**src/rtl/core/lpcd_pkg.sv**
```systemverilog
// Shared types, codes and helpers for the length-prefixed command deframer.
// Depends on nothing; every other file of the block imports this package.
`default_nettype none

package lpcd_pkg;

   // Frame delimiters
   localparam logic [7:0] START_DELIM = 8'h3C;
   localparam logic [7:0] END_DELIM   = 8'h3E;

   // Parser phases
   localparam logic [2:0] PH_IDLE   = 3'd0;
   localparam logic [2:0] PH_TOTAL  = 3'd1;
   localparam logic [2:0] PH_CMDLEN = 3'd2;
   localparam logic [2:0] PH_CMD    = 3'd3;
   localparam logic [2:0] PH_FMTLEN = 3'd4;
   localparam logic [2:0] PH_FMT    = 3'd5;
   localparam logic [2:0] PH_DATA   = 3'd6;
   localparam logic [2:0] PH_END    = 3'd7;

   // Result kinds
   localparam logic [2:0] KIND_CMD  = 3'd0;
   localparam logic [2:0] KIND_FMT  = 3'd1;
   localparam logic [2:0] KIND_DATA = 3'd2;
   localparam logic [2:0] KIND_DONE = 3'd3;
   localparam logic [2:0] KIND_ERR  = 3'd4;

   // One result beat
   typedef struct packed {
      logic [2:0] kind;
      logic [7:0] out_byte;
      logic [7:0] position;
      logic       last_in_section;
   } rsp_type;

   // Data byte count: total minus two minus both section lengths, floored at zero
   function automatic logic [7:0] data_count(input logic [7:0] total,
                                             input logic [7:0] cmd_len,
                                             input logic [7:0] fmt_len);
      logic [9:0] diff;
      diff = {2'b00, total} - 10'd2 - {2'b00, cmd_len} - {2'b00, fmt_len};
      return diff[9] ? 8'd0 : diff[7:0];
   endfunction

endpackage

`default_nettype wire

```
**src/rtl/core/lpcd_in_reg.sv**
```systemverilog
// Input register of the deframer: holds one received byte until the parser takes it.
// Depends on lpcd_pkg (imported for house consistency of types).
`default_nettype none

module lpcd_in_reg (
   input  wire logic       clock,
   input  wire logic       reset,
   input  wire logic       req_valid,
   output logic            req_stall,
   input  wire logic [7:0] req_rx_byte,
   input  wire logic       take,
   output logic            held_valid,
   output logic [7:0]      held_byte
);
   import lpcd_pkg::*;

   logic       valid_ff, valid_in;
   logic [7:0] byte_ff, byte_in;
   logic       accept;

   // Stall only while a held beat cannot move on this cycle
   assign req_stall = valid_ff && !take;
   assign accept    = req_valid && !req_stall;

   // Load a new beat or drop the one the parser took
   always_comb begin
      valid_in = valid_ff;
      byte_in  = byte_ff;
      if (accept) begin
         valid_in = 1'b1;
         byte_in  = req_rx_byte;
      end else if (take) begin
         valid_in = 1'b0;
      end
   end

   always_ff @(posedge clock) begin
      if (reset) begin
         valid_ff <= 1'b0;
      end else begin
         valid_ff <= valid_in;
      end
      byte_ff <= byte_in;
   end

   assign held_valid = valid_ff;
   assign held_byte  = byte_ff;

endmodule

`default_nettype wire

```
**src/rtl/core/lpcd_parse.sv**
```systemverilog
// Frame parser of the deframer: phase, lengths and section counters, one byte per step.
// Depends on lpcd_pkg for phase codes, result kinds, rsp_type and data_count.
`default_nettype none

module lpcd_parse (
   input  wire logic             clock,
   input  wire logic             reset,
   input  wire logic             step,
   input  wire logic [7:0]       rx_byte,
   output logic                  res_valid,
   output lpcd_pkg::rsp_type     res
);
   import lpcd_pkg::*;

   logic [2:0] phase_ff,  phase_in;
   logic [7:0] total_ff,  total_in;
   logic [7:0] cmd_len_ff, cmd_len_in;
   logic [7:0] fmt_len_ff, fmt_len_in;
   logic [7:0] remain_ff, remain_in;
   logic [7:0] index_ff,  index_in;
   logic       last;
   logic [7:0] count_now;
   logic [7:0] count_fmtlen;
   logic [2:0] sect_kind;

   assign last         = (remain_ff <= 8'd1);
   assign count_now    = data_count(total_ff, cmd_len_ff, fmt_len_ff);
   assign count_fmtlen = data_count(total_ff, cmd_len_ff, rx_byte);

   always_comb begin
      case (phase_ff)
         PH_CMD:  sect_kind = KIND_CMD;
         PH_FMT:  sect_kind = KIND_FMT;
         default: sect_kind = KIND_DATA;
      endcase
   end

   // Decode one byte against the current phase
   always_comb begin
      phase_in   = phase_ff;
      total_in   = total_ff;
      cmd_len_in = cmd_len_ff;
      fmt_len_in = fmt_len_ff;
      remain_in  = remain_ff;
      index_in   = index_ff;
      res_valid  = 1'b0;
      res        = '0;
      case (phase_ff)
         PH_IDLE: begin
            if (rx_byte == START_DELIM) begin
               phase_in = PH_TOTAL;
            end else begin
               res_valid = 1'b1;
               res.kind  = KIND_ERR;
            end
         end
         PH_TOTAL: begin
            total_in = rx_byte;
            phase_in = PH_CMDLEN;
         end
         PH_CMDLEN: begin
            cmd_len_in = rx_byte;
            index_in   = 8'd0;
            remain_in  = rx_byte;
            phase_in   = (rx_byte != 8'd0) ? PH_CMD : PH_FMTLEN;
         end
         PH_FMTLEN: begin
            fmt_len_in = rx_byte;
            index_in   = 8'd0;
            if (rx_byte != 8'd0) begin
               phase_in  = PH_FMT;
               remain_in = rx_byte;
            end else begin
               // Empty format section: go straight to data or the end
               phase_in  = (count_fmtlen != 8'd0) ? PH_DATA : PH_END;
               remain_in = count_fmtlen;
            end
         end
         PH_CMD, PH_FMT, PH_DATA: begin
            res_valid           = 1'b1;
            res.kind            = sect_kind;
            res.out_byte        = rx_byte;
            res.position        = index_ff;
            res.last_in_section = last;
            index_in            = index_ff + 8'd1;
            remain_in           = remain_ff - 8'd1;
            if (last) begin
               index_in = 8'd0;
               case (phase_ff)
                  PH_CMD: begin
                     phase_in  = PH_FMTLEN;
                     remain_in = 8'd0;
                  end
                  PH_FMT: begin
                     phase_in  = (count_now != 8'd0) ? PH_DATA : PH_END;
                     remain_in = count_now;
                  end
                  default: begin
                     phase_in  = PH_END;
                     remain_in = 8'd0;
                  end
               endcase
            end
         end
         default: begin
            // End delimiter expected
            phase_in  = PH_IDLE;
            res_valid = 1'b1;
            if (rx_byte == END_DELIM) begin
               res.kind     = KIND_DONE;
               res.out_byte = count_now;
            end else begin
               res.kind = KIND_ERR;
            end
         end
      endcase
   end

   // Advance state only when the byte is consumed
   always_ff @(posedge clock) begin
      if (reset) begin
         phase_ff   <= PH_IDLE;
         total_ff   <= 8'd0;
         cmd_len_ff <= 8'd0;
         fmt_len_ff <= 8'd0;
         remain_ff  <= 8'd0;
         index_ff   <= 8'd0;
      end else if (step) begin
         phase_ff   <= phase_in;
         total_ff   <= total_in;
         cmd_len_ff <= cmd_len_in;
         fmt_len_ff <= fmt_len_in;
         remain_ff  <= remain_in;
         index_ff   <= index_in;
      end
   end

endmodule

`default_nettype wire

```
**src/rtl/core/lpcd_out_reg.sv**
```systemverilog
// Result register of the deframer with one skid entry behind it.
// Depends on lpcd_pkg for rsp_type.
`default_nettype none

module lpcd_out_reg (
   input  wire logic              clock,
   input  wire logic              reset,
   input  wire logic              push,
   input  wire lpcd_pkg::rsp_type push_data,
   output logic                   ready,
   output logic                   rsp_valid,
   input  wire logic              rsp_stall,
   output lpcd_pkg::rsp_type      rsp_data
);
   import lpcd_pkg::*;

   logic    main_valid_ff, main_valid_in;
   logic    skid_valid_ff, skid_valid_in;
   rsp_type main_ff, main_in;
   rsp_type skid_ff, skid_in;
   logic    pop;

   assign pop   = main_valid_ff && !rsp_stall;
   assign ready = !skid_valid_ff;

   // Refill from the skid entry first, else take the new beat
   always_comb begin
      main_valid_in = main_valid_ff;
      skid_valid_in = skid_valid_ff;
      main_in       = main_ff;
      skid_in       = skid_ff;
      if (skid_valid_ff) begin
         if (pop) begin
            main_in       = skid_ff;
            skid_valid_in = 1'b0;
         end
      end else if (push) begin
         if (!main_valid_ff || pop) begin
            main_in       = push_data;
            main_valid_in = 1'b1;
         end else begin
            skid_in       = push_data;
            skid_valid_in = 1'b1;
         end
      end else if (pop) begin
         main_valid_in = 1'b0;
      end
   end

   always_ff @(posedge clock) begin
      if (reset) begin
         main_valid_ff <= 1'b0;
         skid_valid_ff <= 1'b0;
      end else begin
         main_valid_ff <= main_valid_in;
         skid_valid_ff <= skid_valid_in;
      end
      main_ff <= main_in;
      skid_ff <= skid_in;
   end

   assign rsp_valid = main_valid_ff;
   assign rsp_data  = main_ff;

endmodule

`default_nettype wire

```
**src/rtl/core/length_prefixed_command_deframer.sv**
```systemverilog
// Top level of the length-prefixed command deframer.
// Depends on lpcd_pkg, lpcd_in_reg, lpcd_parse and lpcd_out_reg.
//
// Parses '<' total cmd_len cmd... fmt_len fmt... data... '>' frames one byte per beat
// and returns at most one result beat per received byte: a tagged command, format or
// data byte, a frame-done beat carrying the data count, or a delimiter error. The block
// takes one byte every clock while req_stall is low. An accepted byte is held in the input
// register until the result side has room, is then parsed, and its result is loaded into
// the result register, from which it shows on the rsp_ ports. A skid entry behind the
// result register lets input keep flowing while rsp_stall is high, so req_stall rises
// only once that skid entry is also occupied and a byte is waiting in the input register.
`default_nettype none

module length_prefixed_command_deframer (
   input  wire logic       clock,
   input  wire logic       reset,
   input  wire logic       req_valid,
   output logic            req_stall,
   input  wire logic [7:0] req_rx_byte,
   output logic            rsp_valid,
   input  wire logic       rsp_stall,
   output logic [2:0]      rsp_kind,
   output logic [7:0]      rsp_out_byte,
   output logic [7:0]      rsp_position,
   output logic            rsp_last_in_section
);
   import lpcd_pkg::*;

   logic       held_valid;
   logic [7:0] held_byte;
   logic       out_ready;
   logic       step;
   logic       res_valid;
   rsp_type    res;
   rsp_type    rsp_data;

   // Consume the held byte whenever the result side has room
   assign step = held_valid && out_ready;

   lpcd_in_reg u_in_reg (
      .clock       (clock),
      .reset       (reset),
      .req_valid   (req_valid),
      .req_stall   (req_stall),
      .req_rx_byte (req_rx_byte),
      .take        (step),
      .held_valid  (held_valid),
      .held_byte   (held_byte)
   );

   lpcd_parse u_parse (
      .clock     (clock),
      .reset     (reset),
      .step      (step),
      .rx_byte   (held_byte),
      .res_valid (res_valid),
      .res       (res)
   );

   lpcd_out_reg u_out_reg (
      .clock     (clock),
      .reset     (reset),
      .push      (step && res_valid),
      .push_data (res),
      .ready     (out_ready),
      .rsp_valid (rsp_valid),
      .rsp_stall (rsp_stall),
      .rsp_data  (rsp_data)
   );

   assign rsp_kind            = rsp_data.kind;
   assign rsp_out_byte        = rsp_data.out_byte;
   assign rsp_position        = rsp_data.position;
   assign rsp_last_in_section = rsp_data.last_in_section;

endmodule

`default_nettype wire

```
**config.mk**
```make
export PLATFORM = sky130hd
export DESIGN_NAME = length_prefixed_command_deframer
export DESIGN_NICKNAME = d
export VERILOG_FILES = /design/src/rtl/core/lpcd_pkg.sv /design/src/rtl/core/lpcd_in_reg.sv /design/src/rtl/core/lpcd_parse.sv /design/src/rtl/core/lpcd_out_reg.sv /design/src/rtl/core/length_prefixed_command_deframer.sv
export SDC_FILE = /design/constraint.sdc
export NUM_CORES = 1
export LEC_CHECK = 0
export ABC_AREA = 1
export BUFFER_PORTS_ARGS = -buffer_cell sky130_fd_sc_hd__buf_4
export CAP_MARGIN = 20
export CORE_MARGIN = 2
export CORE_UTILIZATION = 65
export DETAILED_ROUTE_END_ITERATION = 10
export GPL_ROUTABILITY_DRIVEN = 0
export PLACE_DENSITY = 0.84
export SYNTH_ARGS = -nofsm -noshare
export SYNTH_HDL_FRONTEND = slang
export SYNTH_HIERARCHICAL = 1
export SYNTH_SLANG_ARGS = --single-unit
```
**constraint.sdc**
```tcl
create_clock -name clock -period 6 [get_ports clock]
set_input_delay 0.6 -clock clock [delete_from_list [all_inputs] [get_ports clock]]
set_output_delay 0.6 -clock clock [all_outputs]
set_load 0.01 [all_outputs]
```
==> results of run 1 <==
cells by family (layout without fill, tap and decap cells):
kind of cell	after synthesis	count (layout)	share of synthesized area [%]
AND/OR/NAND/NOR	293	293	22.5
buffers and inverters	145	180	10.2
AO/OA/AOI/OAI	127	127	13.5
flip-flops	94	94	42.2
adder cells (fa/ha/maj)	31	31	7.34
XOR/XNOR	27	27	4.23
stage by stage:
| step | area [um^2] | utilization, % |
|---|---|---|
| 2_1_floorplan | 5590 | - |
| 3_3_place_gp | 5890 | 71.0 |
| 3_5_place_dp | 5890 | 71.0 |
| 4_1_cts | 6080 | 73.2 |
| 5_1_grt | 6090 | 73.4 |
| 6_report | 6090 | 73.4 |
worst max-delay path by stage:
stage                                             end  slack [ps]                        startpoint  cells past startpoint
floorplan            u_parse/phase_ff[0]$_SDFFE_PP0P_        2770  u_parse/total_ff[1]$_SDFFE_PP0P_                     25
global placement    u_parse/remain_ff[2]$_SDFFE_PP0P_        2540  u_parse/total_ff[1]$_SDFFE_PP0P_                     20
detailed placement   u_out_reg/rsp_data[13]$_DFFE_PP_        2400  u_parse/total_ff[1]$_SDFFE_PP0P_                     21
CTS                  u_out_reg/rsp_data[13]$_DFFE_PP_        2360  u_parse/total_ff[1]$_SDFFE_PP0P_                     21
global route         u_out_reg/rsp_data[11]$_DFFE_PP_        1980  u_parse/total_ff[1]$_SDFFE_PP0P_                     21
finish              u_parse/remain_ff[2]$_SDFFE_PP0P_        2280  u_parse/total_ff[1]$_SDFFE_PP0P_                     20
registers in the layout, indices dropped and copies added, names as in the netlist:
signal,count
u_in_reg/held_byte,8
u_in_reg/held_valid,1
u_out_reg/rsp_data,20
u_out_reg/rsp_valid,1
u_out_reg/skid_ff,20
u_out_reg/skid_valid_ff,1
u_parse/cmd_len_ff,8
u_parse/fmt_len_ff,8
u_parse/index_ff,8
u_parse/phase_ff,3
u_parse/remain_ff,8
u_parse/total_ff,8
layout by cell type, fill, tap and decap left out, types with 3 or more instances in the layout:
cell and n:
nor2_1 42, o211ai_1 15, clkinv_4 3, a21oi_1 47, nand2_1 180, nor2_2 6, clkbuf_8 9, nand3_1 35
a211oi_1 3, fa_1 3, inv_1 125, edfxtp_1 48, nor2_4 3, nor3_1 8, inv_2 5, buf_4 33
ha_1 28, xnor2_1 13, nor3b_1 3, nand4_1 4, a31oi_1 4, o2111ai_1 3, dfxtp_1 46, xor2_1 14
o21a_1 3, o22ai_1 10, nand2_2 4, o21ai_0 30
power groups by stage:
stage               registers (uW)  logic (uW)  clock network [uW]
global route                   704         130                 428
detailed placement             718         114                   0
global placement               716         111                   0
CTS                            703         115                 397
finish                         702         120                 397
floorplan                      716        70.3                   0
layout make-up:
| type | count | area share, % |
|---|---|---|
| sequential | 94 | 38.8 |
| inverter | 130 | 8.01 |
| timing repair buffer | 34 | 4.31 |
| clock inverter | 6 | 0.924 |
| tap | 105 | 2.16 |
| clock buffer | 10 | 2.09 |
| multi-input combinational | 478 | 43.7 |
layer usage:
metal | routed length, um | vias to the layer above
met3 | 1370 | 42
met4 | 271 | 0
li1 | - | 2395
met2 | 6290 | 282
met1 | 5740 | 2266
met5 | 0 | -
==> metrics.yaml, run 1 <==
grt_usage_pct: 29.3
slew_violations: 0
grtUsageMet2_pct: 47.2
clkPwrFrac_pct: 32.6
r2r_slack_ps: 2280
tightestPinTransition_ps: 875
hold_depth: 1
die_area_um2: 9360
p_switching_uw: 327
ios: 34
ys_types: 43
ys_async_sr_fraction_pct: 0
dr_total_vias: 4985
grt_pass1_wl_um: 22200
grt_max_degree: 30
crit_buf_inv: 3
grt_util_met1_pct: 40.0
slowest_delay_ps: 330
fin_nets: 790
multi_input_area_um2: 2660
numCtsBuffers: 9
dp_hpwl_um: 10300
ys.flop_type: "edfxtp_1"
hold_class: "input pin to flip-flop"
grt_setup_unrepaired: "no"
syn_nets: 760
post_cts_buffers: 0
cp_common_cell: "nand2_1"
avgSynthCellArea_um2: 7.80
dr.pass1.iters: 7
drive_gt1_share_pct: 9.84
htreeDepth: 3
synth_edf_count: 48
cp_slowest_cell: "ha_1"
start_util_pct: 67.4
drc: 0
internal_power_uw: 893
synthTopCellsByCount: "nand2_1, inv_1, a21oi_1, edfxtp_1, dfxtp_1"
area_growth_pct: 8.90
clockBufferDepth: 2
diodes: 0
min_period_ps: 3720
power_density_nw_per_um2: 200
p_comb_share_pct: 9.8
cts.clk_slew.worst_paths_ps: 100
slew_headroom_pct: 41.6
fillCellCount: 617
path_max_fanout: 6
drtIter0Drc: 824
register_area_um2: 2360
cp-start-kind: "flip-flop"
seq_power_share_pct: 57.6
ant_nets: 0
core_area_um2: 8300
yosysSeqAreaShare_pct: 42.2
synth_top_area_share_pct: 25.8
num_rows: 33
drv_cap: 0
grt_antenna_before_repair: 0
grt_overflow: 0
crit_family: "simple AND/OR/NAND/NOR gates"
cts_sinks: 94
postCtsHoldBufs: 0
ys_seq_elements: 94
crit_chain: "inv_1 -> ha_1 -> xor2_1 -> ha_1 -> or2_1 -> nand2_1 -> nor2_1 -> nor2_1 -> xnor2_1 -> ha_1 -> a21o_1 -> a21oi_1 -> nand3_1 -> nand2_1 -> nand2_1 -> inv_2 -> nand2_1 -> o211ai_1 -> o211ai_1 -> inv_1"
crit_required_ps: 6300
die_w_um: 96.8
grt_pass1_vias: 4638
setup_violations: 0
placed_cells: 840
synth_area_um2: 5590
yosys.cell_count.top_type: "nand2_1"
yosysWarnings: 6
power_uw: 1220
place_ws_ps: 2400
hold_ws_ps: 409
die_y_um: 96.8
busiest_layer: "met2"
wire_per_inst_um: 15.9
min_period_over_period_pct: 61.9
status: "finished clean"
worst_hold_path.endpoint: "u_in_reg/held_byte[6]$_DFFE_PP_"
met3_usage_pct: 5.85
yosys.area.top_type: "edfxtp_1"
min_from: "req_rx_byte[6]"
swShare_pct: 26.8
fin_ws_ps: 2280
leakagePower_uw: 0.00275
path_class: "flip-flop to flip-flop"
critPathCaptureType: "flip-flop"
reg2regPathDepth: 20
rr_endpoint: "u_parse/remain_ff[2]$_SDFFE_PP0P_"
cp.arrival_ps: 4020
wl_um: 13700
r2r-start: "u_parse/total_ff[1]$_SDFFE_PP0P_"
cts_tree: "yes"
peakVddDrop_mv: 0.191
skew_ps: 12.7
cts-root-buf: "clkbuf_8"
clock_latency_ps: 360
hold_viol: 0
fmax_mhz: 269
tns_ps: 0
fin_cells: 857
synthTopCellsByArea: "edfxtp_1, dfxtp_1, nand2_1"
post_cts_resized: 0
viasPerCell: 5.82
syn-instance-count: 717
port_buffers: 33
Note: power is estimated with default switching activity, not from simulation.
==> run 2: changes to the inputs <==
Settings changed: CORE_UTILIZATION 65 to 55, PLACE_DENSITY 0.84 to 0.76.
Clock period 6 ns to 3.4 ns, I/O delays scaled along.
==> metrics.yaml, run 2 (synthesis gave the netlist of run 1 again) <==
ant_nets: 0  # unchanged
start_util_pct: 57.0  # -10 points
core_area_um2: 9820  # +18%
final_util_pct: 66.9  # -6.5 points
final_common_cell: "nand2_1"
postCtsHoldBufs: 0  # unchanged
fin_nets: 813  # +2.9%
dr_total_vias: 5096  # +2.2%
place_area_um2: 6060  # +2.8%
hold_viol: 0  # unchanged
drtIter0Drc: 533  # -35%
fillCellCount: 815  # +32%
grt_overflow: 0  # unchanged
peakVddDrop_mv: 0.308  # +62%
cp-start-kind: "flip-flop"
path_max_fanout: 6  # unchanged
wire_per_inst_um: 15.3  # -4.3%
tns_ps: -468  # -468 ps
port_buffers: 33  # unchanged
cts_tree: "yes"
drc: 0  # unchanged
die_w_um: 105  # +8.3%
htreeDepth: 3  # unchanged
slew_violations: 0  # unchanged
grt_usage_pct: 24.5  # -4.8 points
setup_violations: 11  # +11
reg2regPathDepth: 21  # +5.0%
seq_power_share_pct: 55.5  # -2.1 points
skew_ps: 14.0  # +1.37 ps
cp.arrival_ps: 3650  # -370 ps
numCtsBuffers: 9  # unchanged
ios: 34  # unchanged
clkPwrFrac_pct: 33.7  # +1.1 points
swShare_pct: 28.2  # +1.4 points
cts.clk_slew.worst_paths_ps: 110  # about the same
cts-root-buf: "clkbuf_8"
min_from: "req_rx_byte[0]"
fmax_mhz: 285  # +6.0%
hold_ws_ps: 125  # -284 ps
internal_power_uw: 1600  # +79%
tightestPinTransition_ps: 841  # -34.2 ps
r2r_slack_ps: -110  # -2390 ps
drv_cap: 0  # unchanged
cts_sinks: 94  # unchanged
multi_input_area_um2: 2920  # +9.4%
leakagePower_uw: 0.00291  # +5.8%
grt_setup_unrepaired: "yes"
hold_depth: 1  # unchanged
diodes: 0  # unchanged
clock_latency_ps: 380  # +20 ps
num_rows: 36  # +9.1%
viasPerCell: 5.61  # -3.5%
register_area_um2: 2370  # +0.16%
wl_um: 13900  # +1.4%
min_period_ps: 3510  # -209 ps
slew_headroom_pct: 43.9  # +2.3 points
die_y_um: 105  # +8.3%
hold_class: "input pin to flip-flop"
r2r-start: "u_parse/total_ff[1]$_SDFFE_PP0P_"
dp_hpwl_um: 10000  # -3.1%
crit_required_ps: 3540  # -2760 ps
drive_gt1_share_pct: 19.1  # +9.3 points
clockBufferDepth: 2  # unchanged
p_comb_share_pct: 10.7  # +0.9 points
grt_antenna_before_repair: 0  # unchanged
violations: "setup timing"
worst_hold_path.endpoint: "u_in_reg/held_byte[0]$_DFFE_PP_"
grt_max_degree: 30  # unchanged
fin_ws_ps: -106  # -2390 ps
dr.pass1.iters: 5  # -2
final_cell_mix: "nand2_1, inv_1, buf_4, edfxtp_1, dfxtp_1"
p_switching_uw: 628  # +92%
critPathCaptureType: "flip-flop"
grt_pass1_vias: 4659  # +0.45%
min_period_over_period_pct: 103  # +41 points
grt_pass1_wl_um: 21500  # -3.0%
die_area_um2: 11000  # +17%
fin_area_um2: 6570  # +7.9%
status: "complete, but fails checks"
path_class: "flip-flop to flip-flop"
rr_endpoint: "u_out_reg/rsp_data[16]$_DFFE_PP_"
power_density_nw_per_um2: 339  # +69%
area_growth_pct: 17.5
## run 2: cell types whose count changed in the layout (fill, tap and decap cells not counted), sizes merged
cell    before  now
clkbuf      10    9
buf         34   57
inv        132  133
## run 2: timing repair
action	CTS	global route
pin swaps	1	39
hold endpoints to repair	0	0
endpoints found under the setup margin	8	25
buffers inserted	0	7
resized for setup	4	55
## run 2: worst max path at each step
stage	from	to	cells past startpoint
6_report	u_parse/total_ff[1]$_SDFFE_PP0P_	u_out_reg/rsp_data[16]$_DFFE_PP_	21
5_1_grt	u_parse/total_ff[2]$_SDFFE_PP0P_	u_out_reg/rsp_data[16]$_DFFE_PP_	21
4_1_cts	u_parse/total_ff[1]$_SDFFE_PP0P_	u_parse/remain_ff[7]$_SDFFE_PP0P_	21
3_5_place_dp	u_parse/total_ff[1]$_SDFFE_PP0P_	u_out_reg/rsp_data[13]$_DFFE_PP_	21
3_3_place_gp	u_parse/total_ff[1]$_SDFFE_PP0P_	u_out_reg/rsp_data[10]$_DFFE_PP_	22
2_1_floorplan	u_parse/total_ff[1]$_SDFFE_PP0P_	u_parse/phase_ff[0]$_SDFFE_PP0P_	25
## run 2: final cells by class
class	instances	area share (%)
well taps	133	2.53
inverters	130	7.54
flip-flops and latches	94	36.0
multi-input cells	478	44.3
clock buffers	9	1.88
repair buffers	57	6.57
clock inverters	7	1.14
## run 2: critical path, stage by stage, from the launching register on
cell and delay [ps]:
dfxtp_2 360, inv_4 50, ha_4 160, xor2_2 140
ha_1 320, or2_1 260, nand2_2 110, nor2_2 50
nor2_2 140, xnor2_2 160, ha_1 280, a21o_1 190
a21oi_2 160, nand3_1 90, nor2_1 140, nand2_2 110
nand2_2 130, inv_4 70, nand2_1 110, o22ai_2 80
nand2_1 100, nand2_1 50
## run 2: power groups by stage
stage | registers [uW] | clock network (uW) | logic [uW]
6_report | 1240 | 752 | 239
5_1_grt | 1240 | 800 | 262
4_1_cts | 1240 | 765 | 214
3_5_place_dp | 1260 | 0 | 212
3_3_place_gp | 1260 | 0 | 207
2_1_floorplan | 1260 | 0 | 124
## run 2: per-layer routing
layer	part of all wire (%)	track usage [%]	vias up
met4	3.2	10.4	0
met1	44	32.4	2374
li1	-	-	2449
met2	46	39.4	230
met5	0	0	-
met3	7.3	4.80	43
## run 2: stage by stage
step	total power [uW]	setup WS, ps	std cells
floorplan	1390	169	717
global placement	1470	46.8	885
detailed placement	1470	-35.1	885
CTS	2220	1.93	901
global route	2300	-230	908
finish	2230	-106	908
==> run 3: changes to the inputs <==
Settings changed: SYNTH_HIERARCHICAL 1 to default.
==> metrics.yaml, run 3 <==
seq_power_share_pct: 57.8  # +2.3 points
core_area_um2: 9820  # unchanged
ys.flop_type: "edfxtp_1"
min_period_over_period_pct: 104  # +0.73 points
cts_sinks: 94  # unchanged
hold_class: "input pin to flip-flop"
ios: 34  # unchanged
yosys.area.top_type: "edfxtp_1"
synthTopCellsByArea: "edfxtp_1, dfxtp_1, nand2_1"
path_max_fanout: 8  # +2
postCtsHoldBufs: 0  # unchanged
wire_per_inst_um: 15.2  # about the same
p_comb_share_pct: 7.6  # -3.1 points
dr.pass1.iters: 6  # +1
synth_edf_count: 48  # unchanged
ys_async_sr_fraction_pct: 0  # unchanged
critPathCaptureType: "flip-flop"
peakVddDrop_mv: 0.206  # -33%
die_w_um: 105  # +0.14%
cts_tree: "yes"
grt_antenna_before_repair: 0  # unchanged
fillCellCount: 807  # -0.98%
fin_nets: 831  # +2.2%
min_period_ps: 3530  # +24.7 ps
ant_nets: 0  # unchanged
slew_headroom_pct: 30.6  # -13 points
num_rows: 36  # unchanged
numCtsBuffers: 9  # unchanged
tightestPinTransition_ps: 1040  # +194 ps
viasPerCell: 5.57  # -0.75%
crit_required_ps: 3710  # +170 ps
clock_latency_ps: 370  # about the same
grt_setup_unrepaired: "yes"
cts.clk_slew.worst_paths_ps: 100  # about the same
internal_power_uw: 1560  # -2.7%
diodes: 0  # unchanged
violations: "setup timing"
drv_cap: 0  # unchanged
grt_max_degree: 35  # +17%
yosys.cell_count.top_type: "nand2_1"
drive_gt1_share_pct: 20.1  # +0.95 points
p_switching_uw: 551  # -12%
clockBufferDepth: 2  # unchanged
fin_ws_ps: -131  # -24.7 ps
grt_pass1_vias: 4785  # +2.7%
cp.arrival_ps: 3840  # +190 ps
start_util_pct: 57.1  # +0.17 points
htreeDepth: 3  # unchanged
final_cell_mix: "nand2_1, inv_1, buf_4, a21oi_1"
yosysWarnings: 0  # -6
die_area_um2: 11000  # +0.29%
r2r-start: "u_parse.total_ff[1]$_SDFFE_PP0P_"
drtIter0Drc: 501  # -6.0%
die_y_um: 105  # +0.14%
path_class: "flip-flop to flip-flop"
setup.worst_path.start: "u_parse.total_ff[1]$_SDFFE_PP0P_"
setup_violations: 14  # +3
grt_overflow: 0  # unchanged
syn-instance-count: 723  # +0.84%
dr_total_vias: 5158  # +1.2%
power_uw: 2110  # -5.4%
ys_types: 48  # +12%
synth_top_area_share_pct: 25.7  # -0.075 points
grt_pass1_wl_um: 22500  # +4.4%
hold_viol: 0  # unchanged
min_from: "req_rx_byte[6]"
port_buffers: 33  # unchanged
final_util_pct: 67.4  # +0.47 points
status: "complete, but fails checks"
fmax_mhz: 283  # -0.70%
synthTopCellsByCount: "nand2_1, inv_1, a21oi_1"
power_density_nw_per_um2: 319  # -6.0%
grt_usage_pct: 25.5  # +0.96 points
skew_ps: 12.9  # -1.14 ps
yosysSeqAreaShare_pct: 42.1  # -0.12 points
avgSynthCellArea_um2: 7.76  # -0.54%
ys_seq_elements: 94  # unchanged
dp_hpwl_um: 10300  # +3.3%
clkPwrFrac_pct: 34.6  # +0.9 points
drc: 0  # unchanged
leakagePower_uw: 0.00287  # -1.1%
cp-start-kind: "flip-flop"
swShare_pct: 26.1  # -2.0 points
slew_violations: 0  # unchanged
cts-root-buf: "clkbuf_8"
final_common_cell: "nand2_1"
syn_nets: 766  # +0.79%
area_growth_pct: 18.0
synth_area_um2: 5610  # +0.29%
wl_um: 14100  # +1.9%
run 3: cell types whose count changed in the layout (fill, tap and decap cells not counted), sizes merged, moves of 6 or more:
cell,before,now
a21oi,49,55
buf,57,68
inv,133,122
nand2,184,172
nand3,36,30
nor2,51,58
o211ai,15,5
o21ai,32,62
xnor2,13,7
run 3: power groups by stage:
stage	Sequential [uW]	Combinational [uW]	Clock, uW
finish	1220	159	730
global route	1220	172	781
CTS	1220	151	746
detailed placement	1250	148	0
global placement	1250	144	0
floorplan	1250	81.2	0
run 3: path summary, 6_finish.rpt:
| path | end | slack [ps] | cells past startpoint |
|---|---|---|---|
| worst max-delay path | u_parse.remain_ff[7]$_SDFFE_PP0P_ | -130 | 22 |
| worst min-delay path | u_in_reg.held_byte[6]$_DFFE_PP_ | 140 | 1 |
| worst max register to register | u_parse.remain_ff[7]$_SDFFE_PP0P_ | -130 | 22 |
| worst min register to register | u_parse.total_ff[0]$_SDFFE_PP0P_ | 470 | 2 |
run 3: repair_timing:
| item | 4_1_cts | 5_1_grt |
|---|---|---|
| pin swaps | 6 | 24 |
| gates cloned | 1 | 0 |
| resized for setup | 18 | 31 |
| setup buffers | 6 | 4 |
| endpoints found under the setup margin | 22 | 25 |
run 3: logic make-up (layout without fill, tap and decap cells):
logic type | count (synthesis) | after routing | synth area share, %
simple gates | 283 | 284 | 21.4
flops | 94 | 94 | 42.1
xor+xnor | 24 | 24 | 3.75
compound gates | 157 | 157 | 16.1
buf+inv | 134 | 203 | 9.32
fa+ha+maj | 31 | 31 | 7.32
run 3: through the flow:
step                      instance area, um^2  setup TNS (ps)  setup slack [ps]  std cells  hold WS, ps
after floorplan                          5610               0               111        723          413
final                                    6620            -722              -131        926          145
after global routing                     6620           -5370              -349        926          136
after CTS                                6470               0              2.81        922          130
after global placement                   6140            -144              -127        899          454
after detailed placement                 6140           -1400              -233        899          459
run 3: final cells by class:
| cell class | count | area, um^2 | area share (%) |
|---|---|---|---|
| Timing Repair Buffer | 68 | 518 | 7.82 |
| Tap cell | 133 | 166 | 2.51 |
| Clock buffer | 9 | 124 | 1.87 |
| Multi-Input combinational cell | 496 | 2920 | 44.1 |
| Clock inverter | 7 | 75.1 | 1.13 |
| Sequential cell | 94 | 2360 | 35.7 |
| Inverter | 119 | 452 | 6.82 |
run 3: worst max-delay path: stages, from the launching register on:
cell	delay (ps)
dfxtp_2	370
inv_4	50
ha_4	160
xor2_1	140
ha_1	330
or2_1	250
nand2_1	90
nor2_1	50
nor2_1	120
xnor2_1	160
ha_1	310
a21o_1	200
a21oi_2	150
nand3_1	90
nor2_2	160
nand2_2	80
nand2_4	130
nand2_4	70
o21ai_2	160
nand3_1	90
o211ai_1	120
o211ai_1	120
inv_1	90
run 3: metal layers:
| layer | up-vias | global-route usage [%] | share of wire (%) |
|---|---|---|---|
| met2 | 235 | 41.5 | 46 |
| li1 | 2523 | - | - |
| met5 | - | 0 | 0 |
| met4 | 0 | 9.52 | 3.1 |
| met3 | 44 | 4.93 | 7.5 |
| met1 | 2356 | 33.7 | 43 |
